## src/design/assert_macros.svh

```systemverilog
// Assertion macros shared by the cache core modules.
// Depends on nothing; included by the files that carry assertions.
// Assertions compile only in simulation builds.
`ifndef ASSERT_MACROS_SVH
`define ASSERT_MACROS_SVH

`ifndef SYNTHESIS

// Property that must hold at every rising clock edge outside reset.
`define ASSERT_AT(label, clk, rst, prop) \
   label: assert property (@(posedge clk) disable iff (rst) (prop)) \
      else $error("assertion failed");

// Condition that must never be seen at a rising clock edge outside reset.
`define ASSERT_NEVER(label, clk, rst, expr) \
   label: assert property (@(posedge clk) disable iff (rst) !(expr)) \
      else $error("forbidden condition seen");

`else

`define ASSERT_AT(label, clk, rst, prop)
`define ASSERT_NEVER(label, clk, rst, expr)

`endif

`endif

```

## src/design/lkvc_pkg.sv

```systemverilog
// Shared types and constants of the key-value cache core.
// Depends on nothing; used by every module of the core.
package lkvc_pkg;

   // Field widths and default geometry.
   localparam int LKVC_MAX_ENTRIES = 16;
   localparam int LKVC_KEY_W       = 32;
   localparam int LKVC_VALUE_W     = 32;
   localparam int LKVC_CAP_W       = 5;

   localparam logic [LKVC_CAP_W-1:0]   LKVC_CAP_RESET  = 5'd16;
   localparam logic [LKVC_VALUE_W-1:0] LKVC_MISS_VALUE = '1;

   // Operation codes of an incoming transaction.
   typedef enum logic {
      OP_GET = 1'b0,
      OP_PUT = 1'b1
   } op_type;

   // Controller states.
   typedef enum logic [2:0] {
      ST_IDLE,
      ST_LOOKUP,
      ST_DECIDE,
      ST_UPDATE,
      ST_RESPOND
   } state_type;

   // Commands from the controller to the datapath.
   typedef struct packed {
      logic start;    // capture the request and begin the lookup scan
      logic commit;   // apply the hit or insert decision and begin the update scan
      logic respond;  // load the result register
   } lkvc_cmd_type;

   // Status from the datapath to the controller.
   typedef struct packed {
      logic scan_done; // last entry of the running scan has been processed
      logic op_put;    // captured transaction is a put
      logic hit;       // lookup found the key
      logic rsp_free;  // result register can take a new result this cycle
   } lkvc_status_type;

endpackage

```

## src/design/lkvc_ram.sv

```systemverilog
// Generic single-write, single-read RAM with a registered read port.
// Depends on lkvc_pkg for default sizes.
module lkvc_ram
   import lkvc_pkg::*;
#(
   parameter int WIDTH  = LKVC_KEY_W,
   parameter int DEPTH  = LKVC_MAX_ENTRIES,
   localparam int ADDR_W = (DEPTH > 1) ? $clog2(DEPTH) : 1
) (
   input  logic              clock,
   input  logic              wr_en,
   input  logic [ADDR_W-1:0] wr_addr,
   input  logic [WIDTH-1:0]  wr_data,
   input  logic [ADDR_W-1:0] rd_addr,
   output logic [WIDTH-1:0]  rd_data
);

   logic [WIDTH-1:0] mem_ff [DEPTH];
   logic [WIDTH-1:0] rd_data_ff;

   // Write port.
   always_ff @(posedge clock) begin
      if (wr_en) begin
         mem_ff[wr_addr] <= wr_data;
      end
   end

   // Registered read port.
   always_ff @(posedge clock) begin
      rd_data_ff <= mem_ff[rd_addr];
   end

   assign rd_data = rd_data_ff;

endmodule

```

## src/design/lkvc_ctrl.sv

```systemverilog
// Controller state machine of the cache core: sequences lookup, decision,
// update and response. Depends on lkvc_pkg and assert_macros.svh.
`include "assert_macros.svh"
module lkvc_ctrl
   import lkvc_pkg::*;
(
   input  logic            clock,
   input  logic            reset,
   input  logic            req_valid,
   output logic            req_stall,
   input  lkvc_status_type status,
   output lkvc_cmd_type    cmd
);

   state_type state_ff;
   state_type state_in;

   // Next-state logic.
   always_comb begin
      state_in = state_ff;
      case (state_ff)
         ST_IDLE: begin
            if (req_valid) begin
               state_in = ST_LOOKUP;
            end
         end
         ST_LOOKUP: begin
            if (status.scan_done) begin
               state_in = ST_DECIDE;
            end
         end
         ST_DECIDE: begin
            // A get that misses changes nothing and goes straight to its result.
            if (status.hit || status.op_put) begin
               state_in = ST_UPDATE;
            end else begin
               state_in = ST_RESPOND;
            end
         end
         ST_UPDATE: begin
            if (status.scan_done) begin
               state_in = status.op_put ? ST_IDLE : ST_RESPOND;
            end
         end
         ST_RESPOND: begin
            if (status.rsp_free) begin
               state_in = ST_IDLE;
            end
         end
         default: begin
            state_in = ST_IDLE;
         end
      endcase
   end

   // Command outputs.
   always_comb begin
      cmd       = '0;
      req_stall = 1'b1;
      case (state_ff)
         ST_IDLE: begin
            req_stall = 1'b0;
            cmd.start = req_valid;
         end
         ST_DECIDE: begin
            cmd.commit = status.hit || status.op_put;
         end
         ST_RESPOND: begin
            cmd.respond = status.rsp_free;
         end
         default: begin
            cmd = '0;
         end
      endcase
   end

   // State register.
   always_ff @(posedge clock) begin
      if (reset) begin
         state_ff <= ST_IDLE;
      end else begin
         state_ff <= state_in;
      end
   end

   // A started transaction always begins with the lookup scan.
   `ASSERT_AT(a_start_enters_lookup, clock, reset, cmd.start |=> state_ff == ST_LOOKUP)
   // Scans only finish while the controller waits for one.
   `ASSERT_NEVER(a_done_outside_scan, clock, reset,
                 status.scan_done && !(state_ff == ST_LOOKUP || state_ff == ST_UPDATE))
   // A put never produces a result.
   `ASSERT_AT(a_put_no_result, clock, reset, state_ff == ST_RESPOND |-> !status.op_put)

endmodule

```

## src/design/lkvc_datapath.sv

```systemverilog
// Datapath of the cache core: entry memories, scan counter, lookup trackers,
// occupancy, capacity register and result register.
// Depends on lkvc_pkg, lkvc_ram and assert_macros.svh.
`include "assert_macros.svh"
module lkvc_datapath
   import lkvc_pkg::*;
#(
   parameter int MAX_ENTRIES = LKVC_MAX_ENTRIES
) (
   input  logic                           clock,
   input  logic                           reset,
   input  lkvc_cmd_type                   cmd,
   output lkvc_status_type                status,
   input  logic                           req_op,
   input  logic signed [LKVC_KEY_W-1:0]   req_key,
   input  logic signed [LKVC_VALUE_W-1:0] req_value,
   input  logic                           rsp_stall,
   output logic                           rsp_valid,
   output logic                           rsp_found,
   output logic signed [LKVC_VALUE_W-1:0] rsp_read_value,
   input  logic                           csr_valid,
   output logic                           csr_ready,
   input  logic [LKVC_CAP_W-1:0]          csr_capacity
);

   localparam int IDX_W = (MAX_ENTRIES > 1) ? $clog2(MAX_ENTRIES) : 1;
   localparam int CNT_W = $clog2(MAX_ENTRIES + 1);
   localparam int CMP_W = (CNT_W > LKVC_CAP_W) ? CNT_W : LKVC_CAP_W;
   localparam logic [IDX_W-1:0] LAST_IDX = IDX_W'(MAX_ENTRIES - 1);

   // Captured transaction.
   logic                    op_ff;
   logic [LKVC_KEY_W-1:0]   key_ff;
   logic [LKVC_VALUE_W-1:0] value_ff;

   // Configuration and occupancy.
   logic [LKVC_CAP_W-1:0]   capacity_ff, capacity_in;
   logic [CNT_W-1:0]        occ_ff, occ_in;
   logic [MAX_ENTRIES-1:0]  valid_ff, valid_in;

   // Scan sequencing.
   logic                    scan_ff, scan_in;
   logic                    upd_ff, upd_in;
   logic [IDX_W-1:0]        cnt_ff, cnt_in;
   logic                    dv_ff, dv_in;
   logic                    last_ff, last_in;
   logic [IDX_W-1:0]        idx_ff, idx_in;

   // Lookup trackers.
   logic                    hit_ff, hit_in;
   logic [IDX_W-1:0]        hit_idx_ff, hit_idx_in;
   logic [IDX_W-1:0]        hit_rank_ff, hit_rank_in;
   logic [LKVC_VALUE_W-1:0] hit_value_ff, hit_value_in;
   logic                    free_found_ff, free_found_in;
   logic [IDX_W-1:0]        free_idx_ff, free_idx_in;
   logic [IDX_W-1:0]        victim_idx_ff, victim_idx_in;

   // Update pass control.
   logic [IDX_W-1:0]        target_ff, target_in;
   logic [CNT_W-1:0]        thr_ff, thr_in;
   logic                    ins_ff, ins_in;

   // Result register.
   logic                    rsp_valid_ff, rsp_valid_in;
   logic                    rsp_found_ff, rsp_found_in;
   logic [LKVC_VALUE_W-1:0] rsp_value_ff, rsp_value_in;

   // Memory ports.
   logic [LKVC_KEY_W-1:0]   key_rd;
   logic [LKVC_VALUE_W-1:0] value_rd;
   logic [IDX_W-1:0]        rank_rd;
   logic [IDX_W-1:0]        rank_new;
   logic                    key_we, value_we, rank_we;

   // Working signals.
   logic                    entry_valid;
   logic                    lookup_dv;
   logic                    full;
   logic [CMP_W-1:0]        cap_eff;
   logic [IDX_W-1:0]        slot;

   assign csr_ready   = 1'b1;
   assign entry_valid = valid_ff[idx_ff];
   assign lookup_dv   = dv_ff && !upd_ff;

   // Capacity as used: zero behaves as one, anything above the store size as the size.
   always_comb begin
      if (capacity_ff == '0) begin
         cap_eff = CMP_W'(1);
      end else if (CMP_W'(capacity_ff) > CMP_W'(MAX_ENTRIES)) begin
         cap_eff = CMP_W'(MAX_ENTRIES);
      end else begin
         cap_eff = CMP_W'(capacity_ff);
      end
   end

   assign full = CMP_W'(occ_ff) >= cap_eff;

   // Insert slot: the first free entry, or when full the lower of victim and first free entry.
   always_comb begin
      if (!full) begin
         slot = free_idx_ff;
      end else if (free_found_ff && (free_idx_ff < victim_idx_ff)) begin
         slot = free_idx_ff;
      end else begin
         slot = victim_idx_ff;
      end
   end

   // Rank rewrite of the update pass: target becomes newest, younger entries age.
   always_comb begin
      if (idx_ff == target_ff) begin
         rank_new = '0;
      end else if (entry_valid && (CNT_W'(rank_rd) < thr_ff)) begin
         rank_new = rank_rd + IDX_W'(1);
      end else begin
         rank_new = rank_rd;
      end
   end

   assign rank_we  = dv_ff && upd_ff;
   assign key_we   = rank_we && (idx_ff == target_ff) && ins_ff;
   assign value_we = rank_we && (idx_ff == target_ff) && (op_ff == OP_PUT);

   // Scan sequencing: one entry address issued per cycle, its data in the cycle after.
   always_comb begin
      scan_in = scan_ff;
      upd_in  = upd_ff;
      cnt_in  = cnt_ff;
      dv_in   = scan_ff;
      last_in = scan_ff && (cnt_ff == LAST_IDX);
      idx_in  = cnt_ff;
      if (cmd.start || cmd.commit) begin
         scan_in = 1'b1;
         upd_in  = cmd.commit;
         cnt_in  = '0;
      end else if (scan_ff) begin
         if (cnt_ff == LAST_IDX) begin
            scan_in = 1'b0;
         end else begin
            cnt_in = cnt_ff + IDX_W'(1);
         end
      end
   end

   // Lookup trackers: first hit, first free entry and oldest valid entry.
   always_comb begin
      hit_in        = hit_ff;
      hit_idx_in    = hit_idx_ff;
      hit_rank_in   = hit_rank_ff;
      hit_value_in  = hit_value_ff;
      free_found_in = free_found_ff;
      free_idx_in   = free_idx_ff;
      victim_idx_in = victim_idx_ff;
      if (cmd.start) begin
         hit_in        = 1'b0;
         free_found_in = 1'b0;
      end else if (lookup_dv) begin
         if (entry_valid && (key_rd == key_ff) && !hit_ff) begin
            hit_in       = 1'b1;
            hit_idx_in   = idx_ff;
            hit_rank_in  = rank_rd;
            hit_value_in = value_rd;
         end
         if (!entry_valid && !free_found_ff) begin
            free_found_in = 1'b1;
            free_idx_in   = idx_ff;
         end
         if (entry_valid && (CNT_W'(rank_rd) == (occ_ff - CNT_W'(1)))) begin
            victim_idx_in = idx_ff;
         end
      end
   end

   // Decision: touch a hit, or evict when full and insert into the chosen slot.
   always_comb begin
      target_in = target_ff;
      thr_in    = thr_ff;
      ins_in    = ins_ff;
      occ_in    = occ_ff;
      valid_in  = valid_ff;
      if (cmd.commit) begin
         if (hit_ff) begin
            target_in = hit_idx_ff;
            thr_in    = CNT_W'(hit_rank_ff);
            ins_in    = 1'b0;
         end else begin
            target_in = slot;
            thr_in    = occ_ff;
            ins_in    = 1'b1;
            if (full) begin
               valid_in[victim_idx_ff] = 1'b0;
            end else begin
               occ_in = occ_ff + CNT_W'(1);
            end
            valid_in[slot] = 1'b1;
         end
      end
   end

   // Configuration register and result register.
   always_comb begin
      capacity_in  = capacity_ff;
      rsp_valid_in = rsp_valid_ff;
      rsp_found_in = rsp_found_ff;
      rsp_value_in = rsp_value_ff;
      if (csr_valid && csr_ready) begin
         capacity_in = csr_capacity;
      end
      if (cmd.respond) begin
         rsp_valid_in = 1'b1;
         rsp_found_in = hit_ff;
         rsp_value_in = hit_ff ? hit_value_ff : LKVC_MISS_VALUE;
      end else if (!rsp_stall) begin
         rsp_valid_in = 1'b0;
      end
   end

   // Control registers.
   always_ff @(posedge clock) begin
      if (reset) begin
         capacity_ff  <= LKVC_CAP_RESET;
         occ_ff       <= '0;
         valid_ff     <= '0;
         scan_ff      <= 1'b0;
         upd_ff       <= 1'b0;
         dv_ff        <= 1'b0;
         last_ff      <= 1'b0;
         rsp_valid_ff <= 1'b0;
      end else begin
         capacity_ff  <= capacity_in;
         occ_ff       <= occ_in;
         valid_ff     <= valid_in;
         scan_ff      <= scan_in;
         upd_ff       <= upd_in;
         dv_ff        <= dv_in;
         last_ff      <= last_in;
         rsp_valid_ff <= rsp_valid_in;
      end
   end

   // Payload registers.
   always_ff @(posedge clock) begin
      if (cmd.start) begin
         op_ff    <= req_op;
         key_ff   <= req_key;
         value_ff <= req_value;
      end
      cnt_ff        <= cnt_in;
      idx_ff        <= idx_in;
      hit_ff        <= hit_in;
      hit_idx_ff    <= hit_idx_in;
      hit_rank_ff   <= hit_rank_in;
      hit_value_ff  <= hit_value_in;
      free_found_ff <= free_found_in;
      free_idx_ff   <= free_idx_in;
      victim_idx_ff <= victim_idx_in;
      target_ff     <= target_in;
      thr_ff        <= thr_in;
      ins_ff        <= ins_in;
      rsp_found_ff  <= rsp_found_in;
      rsp_value_ff  <= rsp_value_in;
   end

   // Entry memories share the scan read address.
   lkvc_ram #(
      .WIDTH (LKVC_KEY_W),
      .DEPTH (MAX_ENTRIES)
   ) u_key_ram (
      .clock   (clock),
      .wr_en   (key_we),
      .wr_addr (idx_ff),
      .wr_data (key_ff),
      .rd_addr (cnt_ff),
      .rd_data (key_rd)
   );

   lkvc_ram #(
      .WIDTH (LKVC_VALUE_W),
      .DEPTH (MAX_ENTRIES)
   ) u_value_ram (
      .clock   (clock),
      .wr_en   (value_we),
      .wr_addr (idx_ff),
      .wr_data (value_ff),
      .rd_addr (cnt_ff),
      .rd_data (value_rd)
   );

   lkvc_ram #(
      .WIDTH (IDX_W),
      .DEPTH (MAX_ENTRIES)
   ) u_rank_ram (
      .clock   (clock),
      .wr_en   (rank_we),
      .wr_addr (idx_ff),
      .wr_data (rank_new),
      .rd_addr (cnt_ff),
      .rd_data (rank_rd)
   );

   // Status and outputs.
   assign status.scan_done = dv_ff && last_ff;
   assign status.op_put    = (op_ff == OP_PUT);
   assign status.hit       = hit_ff;
   assign status.rsp_free  = !rsp_valid_ff || !rsp_stall;

   assign rsp_valid      = rsp_valid_ff;
   assign rsp_found      = rsp_found_ff;
   assign rsp_read_value = rsp_value_ff;

   // Occupancy always matches the number of valid entries.
   `ASSERT_AT(a_occ_matches_valid, clock, reset, $countones(valid_ff) == int'(occ_ff))
   // Occupancy never exceeds the store size.
   `ASSERT_AT(a_occ_bounded, clock, reset, int'(occ_ff) <= MAX_ENTRIES)
   // A key is only written into an entry already marked valid.
   `ASSERT_AT(a_key_write_valid, clock, reset, key_we |-> entry_valid)

endmodule

```

## src/design/lru_key_value_cache_core.sv

```systemverilog
// LRU key-value cache; one transaction is in flight at a time.
// A lookup scans the entry memories one entry per cycle; hits and puts add a rank update scan.
// A get that misses raises rsp_valid after its lookup scan; one that hits, after its update scan.
// A put raises no rsp_valid and returns to idle when its update scan is done.
// Synchronous reset empties the store and sets capacity to 16; no clearing pass is needed.
module lru_key_value_cache_core
   import lkvc_pkg::*;
#(
   parameter int MAX_ENTRIES = LKVC_MAX_ENTRIES
) (
   input  logic                           clock,
   input  logic                           reset,
   input  logic                           req_valid,
   output logic                           req_stall,
   input  logic                           req_op,
   input  logic signed [LKVC_KEY_W-1:0]   req_key,
   input  logic signed [LKVC_VALUE_W-1:0] req_value,
   output logic                           rsp_valid,
   input  logic                           rsp_stall,
   output logic                           rsp_found,
   output logic signed [LKVC_VALUE_W-1:0] rsp_read_value,
   input  logic                           csr_valid,
   output logic                           csr_ready,
   input  logic [LKVC_CAP_W-1:0]          csr_capacity
);

   lkvc_cmd_type    cmd;
   lkvc_status_type status;

   // Sequencing of each transaction.
   lkvc_ctrl u_ctrl (
      .clock     (clock),
      .reset     (reset),
      .req_valid (req_valid),
      .req_stall (req_stall),
      .status    (status),
      .cmd       (cmd)
   );

   // Storage, lookup and result path.
   lkvc_datapath #(
      .MAX_ENTRIES (MAX_ENTRIES)
   ) u_datapath (
      .clock          (clock),
      .reset          (reset),
      .cmd            (cmd),
      .status         (status),
      .req_op         (req_op),
      .req_key        (req_key),
      .req_value      (req_value),
      .rsp_stall      (rsp_stall),
      .rsp_valid      (rsp_valid),
      .rsp_found      (rsp_found),
      .rsp_read_value (rsp_read_value),
      .csr_valid      (csr_valid),
      .csr_ready      (csr_ready),
      .csr_capacity   (csr_capacity)
   );

endmodule
```

## config.mk

```make
export PLATFORM = sky130hd
export DESIGN_NAME = lru_key_value_cache_core
export DESIGN_NICKNAME = d
export VERILOG_FILES = /design/src/design/lkvc_pkg.sv /design/src/design/lkvc_ram.sv /design/src/design/lkvc_ctrl.sv /design/src/design/lkvc_datapath.sv /design/src/design/lru_key_value_cache_core.sv
export VERILOG_INCLUDE_DIRS = /design/src /design/src/design
export SDC_FILE = /design/constraint.sdc
export NUM_CORES = 1
export LEC_CHECK = 0
export BUFFER_PORTS_ARGS = -buffer_cell sky130_fd_sc_hd__buf_2
export CAP_MARGIN = 20
export CORE_MARGIN = 2
export CORE_UTILIZATION = 35
export CTS_CLUSTER_SIZE = 25
export DETAILED_ROUTE_END_ITERATION = 8
export GPL_TIMING_DRIVEN = 0
export SETUP_SLACK_MARGIN = 0.5
export SLEW_MARGIN = 20
export SYNTH_ARGS = -nofsm -noshare
export SYNTH_HDL_FRONTEND = slang
export SYNTH_SLANG_ARGS = --single-unit
```

## constraint.sdc

```tcl
create_clock -name clock -period 6.3 [get_ports clock]
set_input_delay 0 -clock clock [delete_from_list [all_inputs] [get_ports clock]]
set_output_delay 0 -clock clock [all_outputs]
set_load 0.02 [all_outputs]
```

# --- Word-level counts from Yosys, hierarchy flattened ---
# Memory sizes are Yosys's and may differ from the RTL's. A register that Yosys moved wholly into a read port is not among the register bits.
# Cells that the tools add are included.
totals:
  ff_bits: 200
  mem_bits_rw: 1088
  in_bits: 75
  out_inout_bits: 36
  elab_cells: 138
  n_memories: 3
classes:
  add_sub_neg: 4
  n_lt_le_gt_ge: 9
  eq_ne: 13
  mux: 40
  bitwise: 7
  n_reduce_logical: 35
memory_table:
  columns: ["memory", "words", "word_bits", "rd", "rd_ports_with_merged_regs", "write_ports", "line", "rtl"]
  rows:
  - ["u_datapath.u_key_ram.mem_ff", 16, 32, 1, 1, 1, "lkvc_ram.sv:18", "logic [WIDTH-1:0] mem_ff [DEPTH];"]
  - ["u_datapath.u_value_ram.mem_ff", 16, 32, 1, 1, 1, "lkvc_ram.sv:18", null]
  - ["u_datapath.u_rank_ram.mem_ff", 16, 4, 1, 1, 1, "lkvc_ram.sv:18", null]
op_table:
  columns: ["operator", "count"]
  rows:
  - ["16-bit 2-to-1 mux", 3]
  - ["32-bit == test", 1]
  - ["4-bit 2-to-1 mux", 6]
  - ["1-bit 2-to-1 mux", 19]
  - ["3-bit 2-to-1 mux", 6]
  - ["16-bit AND", 1]
  - ["16-bit inverter", 1]
  - ["16-bit bitwise OR", 1]
  - ["1-bit logical AND", 15]
  - ["4-bit by 5-bit less-than comparator with 1-bit output, second input constant", 3]
  - ["3-bit case mux with 5 select lines", 1]
  - ["3-bit AND reduction", 4]
  - ["5-bit 2-to-1 mux", 2]
  - ["4-bit by 1-bit adder with 4-bit output, second input constant", 2]
  - ["1-bit demux with 4-bit select", 2]
  - ["4-bit by 1-bit >= comparator with 1-bit output, second input constant", 2]
  - ["2-bit AND reduction", 4]
  - ["3-bit by 2-bit == test with 1-bit output, second input constant", 2]
  - ["1-bit zero test", 6]
  - ["2-bit inequality test, second input constant", 3]
  - ["5-bit by 1-bit adder with 5-bit output, second input constant", 1]
  - ["4-bit by 5-bit == test with 1-bit output", 1]
  - ["5-bit >= comparator", 1]
  - ["5-bit greater-than comparator, second input constant", 1]
  - ["other kinds (14)", 20]

# --- Longest topological paths before layout ---
# Gate-level depths: netlist of run 1.
depth:
  ltp_word: 10
  mapped_depth: 11
  depth_no_buf: 10

# --- Cells and area by module ---
# Synthesis of run 1 repeated with hierarchy kept, for this count alone.
hier_totals:
  cells_unflattened: 2393
  area_unflattened_um2: 50444.6
by_module_without_submodules:
  columns: ["mod", "instances", "cells_each", "area_per_inst_um2", "seq_area_each_um2"]
  rows:
  - ["lkvc_ram (u_datapath.u_value_ram)", 1, 838, 19854.0, 16015.4]
  - ["lkvc_ram (u_datapath.u_key_ram)", 1, 838, 19835.3, 16015.4]
  - ["lkvc_datapath", 1, 564, 7887.6, 5505.3]
  - ["lkvc_ram (u_datapath.u_rank_ram)", 1, 130, 2666.3, 2001.9]
  - ["lkvc_ctrl", 1, 23, 201.4, 60.1]

# --- Worst setup path before layout of run 1 ---
# No wires, ideal clock.
synth_timing:
  kind: "reg2reg"
  from: "reg u_datapath.key_ff[7]"
  to: "reg u_datapath.hit_idx_ff[0], enable pin"
  arrival_time_ns: 4.031
  t_required_ns: 5.810
  setup_slack_ns: 1.780
  path_stages_with_launch: 6
  n_path_buf: 0
  synth_period_minus_slack_ns: 4.520
  path_cell_list: "edfxtp_1 -> xnor2_1 -> nand4_1 -> nor4_1 -> nand4_1 -> nor3_1"
synth_between:
  elab_chain_len: 4
synth_lines:
  columns: ["item", "line", "rtl"]
  rows:
  - ["start, declared", "lkvc_datapath.sv:33", "logic [LKVC_KEY_W-1:0] key_ff;"]
  - ["start signal, assigned", "lkvc_datapath.sv:246", "key_ff <= req_key;"]
  - ["32-bit == test", "lkvc_datapath.sv:159", "if (entry_valid && (key_rd == key_ff) && !hit_ff) begin"]
  - ["1-bit logical AND (2 in series)", "lkvc_datapath.sv:159", null]
  - ["3-bit AND reduction (no line)", null, null]
  - ["end signal, assigned", "lkvc_datapath.sv:252", "hit_idx_ff <= hit_idx_in;"]
  - ["end, declared", "lkvc_datapath.sv:51", "logic [IDX_W-1:0] hit_idx_ff, hit_idx_in;"]
# Every way passes these cells.
# A chain may end at the register's enable or synchronous reset.

# --- Worst setup path in the final report of run 1 ---
layout_timing:
  from: "reg u_datapath.key_ff[16]"
  to: "reg u_datapath.hit_value_ff[12], enable pin"
layout_between:
  elab_chain_len: 4
layout_lines:
  columns: ["item", "line", "rtl"]
  rows:
  - ["32-bit == test", "lkvc_datapath.sv:159", null]
  - ["1-bit logical AND (2 in series)", "lkvc_datapath.sv:159", null]
  - ["3-bit AND reduction (no line)", null, null]
  - ["end signal, assigned", "lkvc_datapath.sv:254", "hit_value_ff <= hit_value_in;"]
  - ["end, declared", "lkvc_datapath.sv:53", "logic [LKVC_VALUE_W-1:0] hit_value_ff, hit_value_in;"]
# Every way passes these cells.

==> run_results.csv, run 1 <==
group,metric,value,unit
die,core_area,0.143,mm²
global_routing,grt_pass1_vias,25500,
routing,first_iter_violations,2252,
setup_path,critPathBufInv,4,
routing,vias,24200,
setup_path,path_class,"register to register",
power_and_ir_drop,p_sw_share,25.1,%
cts,htree_levels,4,
place,dpl.hpwl,78500,µm
global_routing,met3_usage,2.81,%
die,rows,139,
setup_path,arrival,4.43,ns
global_routing,grt.total_usage,16.6,%
synthesis,yosys-top-cells-count,"1,244 x edfxtp_1, 344 x mux4_2, 112 x dfxtp_1",
synthesis,yosys.area.top_type,"edfxtp_1",
job,cap_violations,0,
setup_path,critPathMostFrequentCell,"buf_4",
setup_path,r2r-start,"u_datapath.key_ff[16]",
cts,clock_latency,0.77,ns
synthesis,ys.flop_type,"edfxtp_1",
synthesis,ys_async_sr_fraction,0,%
global_routing,gr-usage-met1,21.6,%
setup_path,path_depth,9,
setup_path,worstSetupStartpointType,"register",
synthesis,ys_types,52,
synthesis,syn_area,0.0504,mm²
cts,cts_buffer_depth,3,
die,die_w,384,µm
global_routing,grt_max_degree,37,
synthesis,synth_most_common_cell,"edfxtp_1",
setup_path,setup.worst_path.start,"u_datapath.key_ff[16]",
die,initial_utilization,35.2,%
sta,fmax,251,MHz
synthesis,synth_edf_count,1244,
setup_path,path_cells,"xnor2_1 -> nand4_1 -> nor4_1 -> nand4_1 -> nor3_2 -> buf_4 -> buf_4 -> buf_4 -> buf_4",
layout,nFillCells,12200,
sta,skew,0.0241,ns
synthesis,yosysSeqAreaShare,78.5,%
synthesis,synth.top_cell.area_share,74.0,%
setup_path,max_stage_delay,0.60,ns
cts,clk_pin_slew_worst_paths,0.06,ns
sta,hold_viol_final,0,
cts,cts_setup_buffers,0,
power_and_ir_drop,peakVddDrop,0.194,mV
hold_path,hp-start,"req_key[27]",
routing,antenna_left,0,
status,status,"completed",
cts,cts_root_buf,"clkbuf_16",
power_and_ir_drop,powerDensity,369,mW/mm²
setup_path,crit_required,6.76,ns
layout,syn_to_final_growth,21.1,%
synthesis,syn_nets,2296,
power_and_ir_drop,power_leakage,18.9,nW
global_routing,grt_busiest_layer,"met2",
global_routing,antenna_found_initial,1,
global_routing,grt_first_pass_wirelength,176000,µm
synthesis,syn-mean-instance-area,22.9,µm²
die,die_area,0.147,mm²
sta,slew_headroom,26.3,%
routing,finalWirelength,121000,µm
power_and_ir_drop,clockPowerShare,35.5,%
sta,rsz0062_at_grt,"false",
layout,drive_above_1_share,29.4,%
setup_path,endpoint_kind,"register",
cts,cts_buffers,135,
routing,drc,0,
cts,cts_sinks,1356,
routing,wire_per_inst,26.0,µm
power_and_ir_drop,power.internal,0.0169,W
power_and_ir_drop,seqPwrFrac,49.0,%
synthesis,yosys_warnings,0,
hold_path,hold_path.class,"input pin to register",
sta,fin_setup_tns,0,ns
routing,via_per_inst,5.17,
sta,fin_crit,3.98,ns
sta,drv_slew,0,
setup_path,reg2reg_depth,9,
sta,min_period_over_period,63.1,%
global_routing,met2_usage,28.4,%
cts,cts_tree,"built",
synthesis,synth-seq-cells,1356,
power_and_ir_drop,pwr-share-comb,15.4,%
place,place_congestion,0.842,
layout,fin_nets,2747,
place,port_buffers,107,
hold_path,whs_path_depth,2,
power_and_ir_drop,power_switching,0.00566,W
sta,worstMarginPinSlew,1.10,ns
die,die_h,384,µm
routing,drt_first_pass_iters,5,
setup_path,worst-path-max-fanout,17,
die,pin_count,111,
setup_path,slowest_stage,"edfxtp_1",
synthesis,synthCells,2206,
layout,utilization,42.6,%
synthesis,synth.area.top_cells,"edfxtp_1 74%, mux4_2 15%, dfxtp_1 4.4%",
sta,setup-violations-final,0,
setup_path,crit_family,"simple AND/OR/NAND/NOR gates",
global_routing,grt_remaining_overflow,0,
layout,n_antenna_cell,0,
logic make-up (layout without fill, tap and decap cells):
family | Yosys count | in the layout | synth area share, %
buffers and inverters | 116 | 680 | 1.22
AO/OA/AOI/OAI | 73 | 73 | 1.00
multiplexers | 364 | 364 | 15.8
XOR/XNOR | 47 | 47 | 0.816
other | 1 | 1 | 0.00743
adder cells (fa/ha/maj) | 15 | 15 | 0.372
flip-flops | 1356 | 1356 | 78.5
AND/OR/NAND/NOR | 234 | 234 | 2.32
metal layers:
layer | up-vias | share of wire (%)
met3 | 195 | 6.0
met4 | 0 | 2.5
li1 | 10100 | -
met1 | 12900 | 41
met2 | 898 | 51
met5 | - | 0
path summary, 6_finish.rpt:
check                                end  slack, ns
max reg2reg  u_datapath.hit_value_ff[12]       2.32
max          u_datapath.hit_value_ff[12]       2.32
min                u_datapath.key_ff[27]       0.03
min reg2reg         u_datapath.idx_ff[3]       0.38
power by group through the flow:
stage / registers [W] / logic (W) / clock network, W
finish: 0.0110 / 0.00348 / 0.00800
global route: 0.0111 / 0.00369 / 0.00847
CTS: 0.0110 / 0.00354 / 0.00813
detailed placement: 0.0112 / 0.00346 / 0
global placement: 0.0112 / 0.00336 / 0
floorplan: 0.0110 / 0.00240 / 0
metrics by stage:
| stage | total power (W) | instance area (µm²) | std cells | worst slack (ns) | hold WS (ns) |
|---|---|---|---|---|---|
| 3_3_place_gp | 0.0145 | 53400 | 4216 | -3.40 | 0.176 |
| 2_1_floorplan | 0.0134 | 50400 | 2206 | 1.78 | 0.0989 |
| 5_1_grt | 0.0233 | 61100 | 4673 | 2.06 | 0.0198 |
| 6_report | 0.0225 | 61100 | 4673 | 2.32 | 0.0294 |
| 4_1_cts | 0.0227 | 61100 | 4672 | 2.26 | 0.00137 |
| 3_5_place_dp | 0.0147 | 55300 | 4286 | 2.30 | 0.178 |
flip-flops by register name, summed over array words and instances, names as in the netlist, 5 cells and up:
| register | flops |
|---|---|
| u_datapath.u_key_ram.mem_ff | 512 |
| u_datapath.u_value_ram.mem_ff | 512 |
| u_datapath.u_rank_ram.mem_ff | 64 |
| u_datapath.hit_value_ff | 32 |
| u_datapath.key_ff | 32 |
| u_datapath.rsp_read_value | 32 |
| u_datapath.u_key_ram.rd_data | 32 |
| u_datapath.u_value_ram.rd_data | 32 |
| u_datapath.value_ff | 32 |
| u_datapath.valid_ff | 16 |
| u_datapath.capacity_ff | 5 |
| u_datapath.occ_ff | 5 |
| u_datapath.thr_ff | 5 |
placed cells by master, fill, tap and decap left out, types with 7 or more instances in the layout:
master | Yosys | layout
nor2_1 | 82 | 49
mux2i_1 | 14 | 14
mux4_2 | 344 | 344
o31ai_1 | 12 | 12
clkbuf_16 | 0 | 136
dfxtp_1 | 112 | 112
buf_2 | 7 | 114
o21ai_0 | 14 | 14
nor2b_1 | 10 | 10
clkbuf_1 | 54 | 87
ha_1 | 15 | 15
xnor2_1 | 20 | 20
nand2b_1 | 37 | 37
buf_1 | 7 | 7
buf_12 | 0 | 17
nand3_1 | 15 | 15
buf_16 | 0 | 44
o211ai_1 | 12 | 12
nor2_4 | 0 | 32
dlygate4sd3_1 | 0 | 136
clkbuf_8 | 0 | 10
buf_6 | 12 | 13
nand2_1 | 38 | 38
xor2_1 | 27 | 27
clkinv_2 | 0 | 15
buf_4 | 22 | 29
bufinv_16 | 0 | 11
edfxtp_1 | 1244 | 1244
nand4_1 | 13 | 13
inv_6 | 0 | 7
clkinv_1 | 0 | 17
inv_1 | 14 | 13
nor3_1 | 15 | 14
a21oi_1 | 13 | 11
layout make-up:
cell class / count / area [µm²] / share of cell area [%]
flip-flops and latches: 1356 / 39600 / 64.8
multi-input cells: 734 / 10500 / 17.2
clock buffers: 185 / 3690 / 6.04
repair buffers: 314 / 3540 / 5.80
well taps: 1903 / 2380 / 3.90
clock inverters: 65 / 743 / 1.22
plain buffers: 102 / 572 / 0.936
inverters: 14 / 57.6 / 0.0942
what timing repair did:
item	4_1_cts	5_1_grt
endpoints found under the setup margin	0	0
hold buffers	136	0
gates resized for setup	0	0
hold endpoints to repair	124	0
No activity file was read; power rests on OpenSTA's default activity.
==> inputs of run 2 (changes only) <==
==> constraint.sdc (replaced) <==
create_clock -name clock -period 4.16 [get_ports clock]
set_input_delay 0 -clock clock [delete_from_list [all_inputs] [get_ports clock]]
set_output_delay 0 -clock clock [all_outputs]
set_load 0.02 [all_outputs]
==> run 2 against run 1 <==
  * Clock power grew 53%
  * Sequential power rose by 52%
  * Via count shrank 0.11%
  * Cell area grew 0.14%
  * Global-route usage shrank 0.23 points
  * Highest routed layer unchanged
  * Combinational power increased by 51%
  * Power is 52% higher
  * Clock-buffer cell count fell by 8
  * Register-to-register slack lost 1.7 ns
  * Fmax rose by 12%
==> run_results.csv, run 2 (synthesis gave the netlist of run 1 again) <==
group,metric,value,unit
sta,drv_slew,0,
setup_path,arrival,4.00,ns
routing,finalWirelength,120000,µm
job,cap_violations,0,
routing,drc,0,
hold_path,whs_path_depth,2,
setup_path,ff2ff_setup_slack,0.60,ns
power_and_ir_drop,power_leakage,19.0,nW
die,die_h,384,µm
place,dpl.hpwl,77600,µm
die,die_area,0.147,mm²
hold_path,hold_path.class,"input pin to register",
routing,first_iter_violations,2768,
setup_path,slowest_stage,"dfxtp_1",
layout,fin_nets,2756,
global_routing,grt_max_degree,40,
cts,clk_pin_slew_worst_paths,0.06,ns
setup_path,reg2reg_to,"u_datapath.u_key_ram.mem_ff[10][24]",
setup_path,worstSetupStartpointType,"register",
routing,dr_wl_met2,61000,µm
routing,wl_met1,48700,µm
layout,mostFrequentLayoutCell,"edfxtp_1",
layout,syn_to_final_growth,21.2,%
sta,slew_headroom,25.1,%
die,pin_count,111,
cts,cts_buffers,135,
place,place_congestion,0.811,
die,rows,139,
place,port_buffers,107,
routing,via_per_inst,5.16,
sta,fin_crit,3.56,ns
routing,routed.top_layer,"met4",
global_routing,grt_remaining_overflow,0,
global_routing,grt.total_usage,16.3,%
place,place_area,0.0552,mm²
setup_path,path_class,"register to register",
routing,drt_first_pass_iters,6,
sta,rsz0062_at_grt,"false",
die,die_w,384,µm
layout,mostFrequentLayoutCells,"1,244 x edfxtp_1, 344 x mux4_2, 142 x clkbuf_16",
routing,wl_met3,7860,µm
cts,cts_root_buf,"clkbuf_16",
layout,n_antenna_cell,0,
die,initial_utilization,35.2,%
setup_path,max_stage_delay,0.57,ns
cts,cts_tree,"built",
routing,vias,24100,
sta,skew,0.0228,ns
global_routing,antenna_found_initial,1,
sta,worstMarginPinSlew,1.12,ns
sta,setup-violations-final,0,
layout,drive_above_1_share,30.1,%
die,core_area,0.143,mm²
setup_path,r2r-start,"u_datapath.idx_ff[0]",
global_routing,grt_first_pass_wirelength,173000,µm
sta,min_period_over_period,85.6,%
routing,wire_per_inst,25.6,µm
hold_path,min_to,"u_datapath.op_ff",
status,status,"completed",
setup_path,crit_required,4.60,ns
cts,clock_latency,0.75,ns
setup_path,worst-path-max-fanout,13,
global_routing,grt_pass1_vias,24900,
layout,fin_area,0.0612,mm²
power_and_ir_drop,peakVddDrop,0.323,mV
setup_path,critPathMostFrequentCell,"buf_16",
setup_path,endpoint_kind,"register",
setup_path,reg2reg_depth,9,
sta,holdWs,0.0214,ns
cts,cts_buffer_depth,3,
routing,antenna_left,0,
sta,hold_viol_final,0,
setup_path,path_cells,"buf_6 -> xor2_1 -> nor4_4 -> and3_1 -> nand2_2 -> buf_2 -> nor2_4 -> buf_16 -> buf_16",
hold_path,hp-start,"req_op",
cts,cts_sinks,1356,
cts,cts_resized,0,
layout,utilization,42.7,%
cts,htree_levels,4,
layout,reg_top3,"u_datapath.u_key_ram.mem_ff (512), u_datapath.u_value_ram.mem_ff (512), u_datapath.u_rank_ram.mem_ff (64)",
sta,fmax,281,MHz
power_and_ir_drop,powerDensity,559,mW/mm²
run 2: changes by cell type in the layout (fill, tap and decap cells not counted), moves of 2 or more:
cell,previous run,this run
clkbuf_1,87,72
buf_12,17,29
buf_16,44,33
buf_4,29,38
clkinv_2,15,23
clkbuf_16,136,142
clkinv_8,6,3
clkinv_1,17,19
clkinv_4,1,3
inv_6,7,5
run 2: metrics by stage:
step           setup TNS (ns)  worst slack (ns)  instances  power [W]
2_1_floorplan               0             0.834       2206     0.0203
3_3_place_gp         -1599.71             -1.97       4216     0.0220
3_5_place_dp                0             0.437       4281     0.0222
4_1_cts                     0             0.618       4669     0.0345
5_1_grt                     0             0.511       4680     0.0354
6_report                    0             0.600       4680     0.0342
run 2: per-layer routing:
| metal | track usage (%) | vias up |
|---|---|---|
| met5 | 0 | - |
| met4 | 4.22 | 0 |
| met3 | 2.80 | 172 |
| met2 | 27.7 | 906 |
| met1 | 21.8 | 12900 |
| li1 | - | 10200 |
run 2: how the worst max path moves through the flow:
stage | startpoint | end | slack [ns] | cells past startpoint
2_1_floorplan | u_datapath.idx_ff[0] | u_datapath.u_key_ram.mem_ff[10][0] | 0.83 | 7
3_3_place_gp | u_datapath.key_ff[16] | u_datapath.hit_value_ff[15] | -1.97 | 5
3_5_place_dp | u_datapath.key_ff[16] | u_datapath.hit_value_ff[15] | 0.44 | 7
4_1_cts | u_datapath.idx_ff[0] | u_datapath.u_key_ram.mem_ff[12][20] | 0.62 | 8
5_1_grt | u_datapath.idx_ff[0] | u_datapath.u_key_ram.mem_ff[10][24] | 0.51 | 9
6_report | u_datapath.idx_ff[0] | u_datapath.u_key_ram.mem_ff[10][24] | 0.60 | 9
run 2: timing repair:
item	4_1_cts	5_1_grt
hold buffers	135	0
endpoints found under the setup margin	12	64
pin swaps	1	3
endpoints found under the hold margin	123	0
setup buffers	5	11
run 2: layout make-up:
| cell class | count | area, µm² |
|---|---|---|
| multi-input cells | 734 | 10500 |
| inverters | 14 | 57.6 |
| clock inverters | 71 | 726 |
| repair buffers | 323 | 3540 |
| plain buffers | 102 | 573 |
| fillers | 12200 | 82100 |
| well taps | 1903 | 2380 |
| clock buffers | 177 | 3780 |
| flip-flops and latches | 1356 | 39600 |
run 2: power breakdown:
group | switching [W] | internal [W] | total (W) | leakage, nW
Sequential | 0.000721 | 0.0160 | 0.0167 | 12.0
Clock | 0.00505 | 0.00719 | 0.0122 | 2.21
Combinational | 0.00270 | 0.00256 | 0.00527 | 4.72
Total | 0.00847 | 0.0257 | 0.0342 | 19.0
run 2: critical path: cells and delay by family, from the launching register on:
family	cells	cell delay, ns
and+or+nand+nor	4	1.49
xor gates and xnor gates	1	0.12
DFF	1	0.57
buffers and inverters	4	1.03
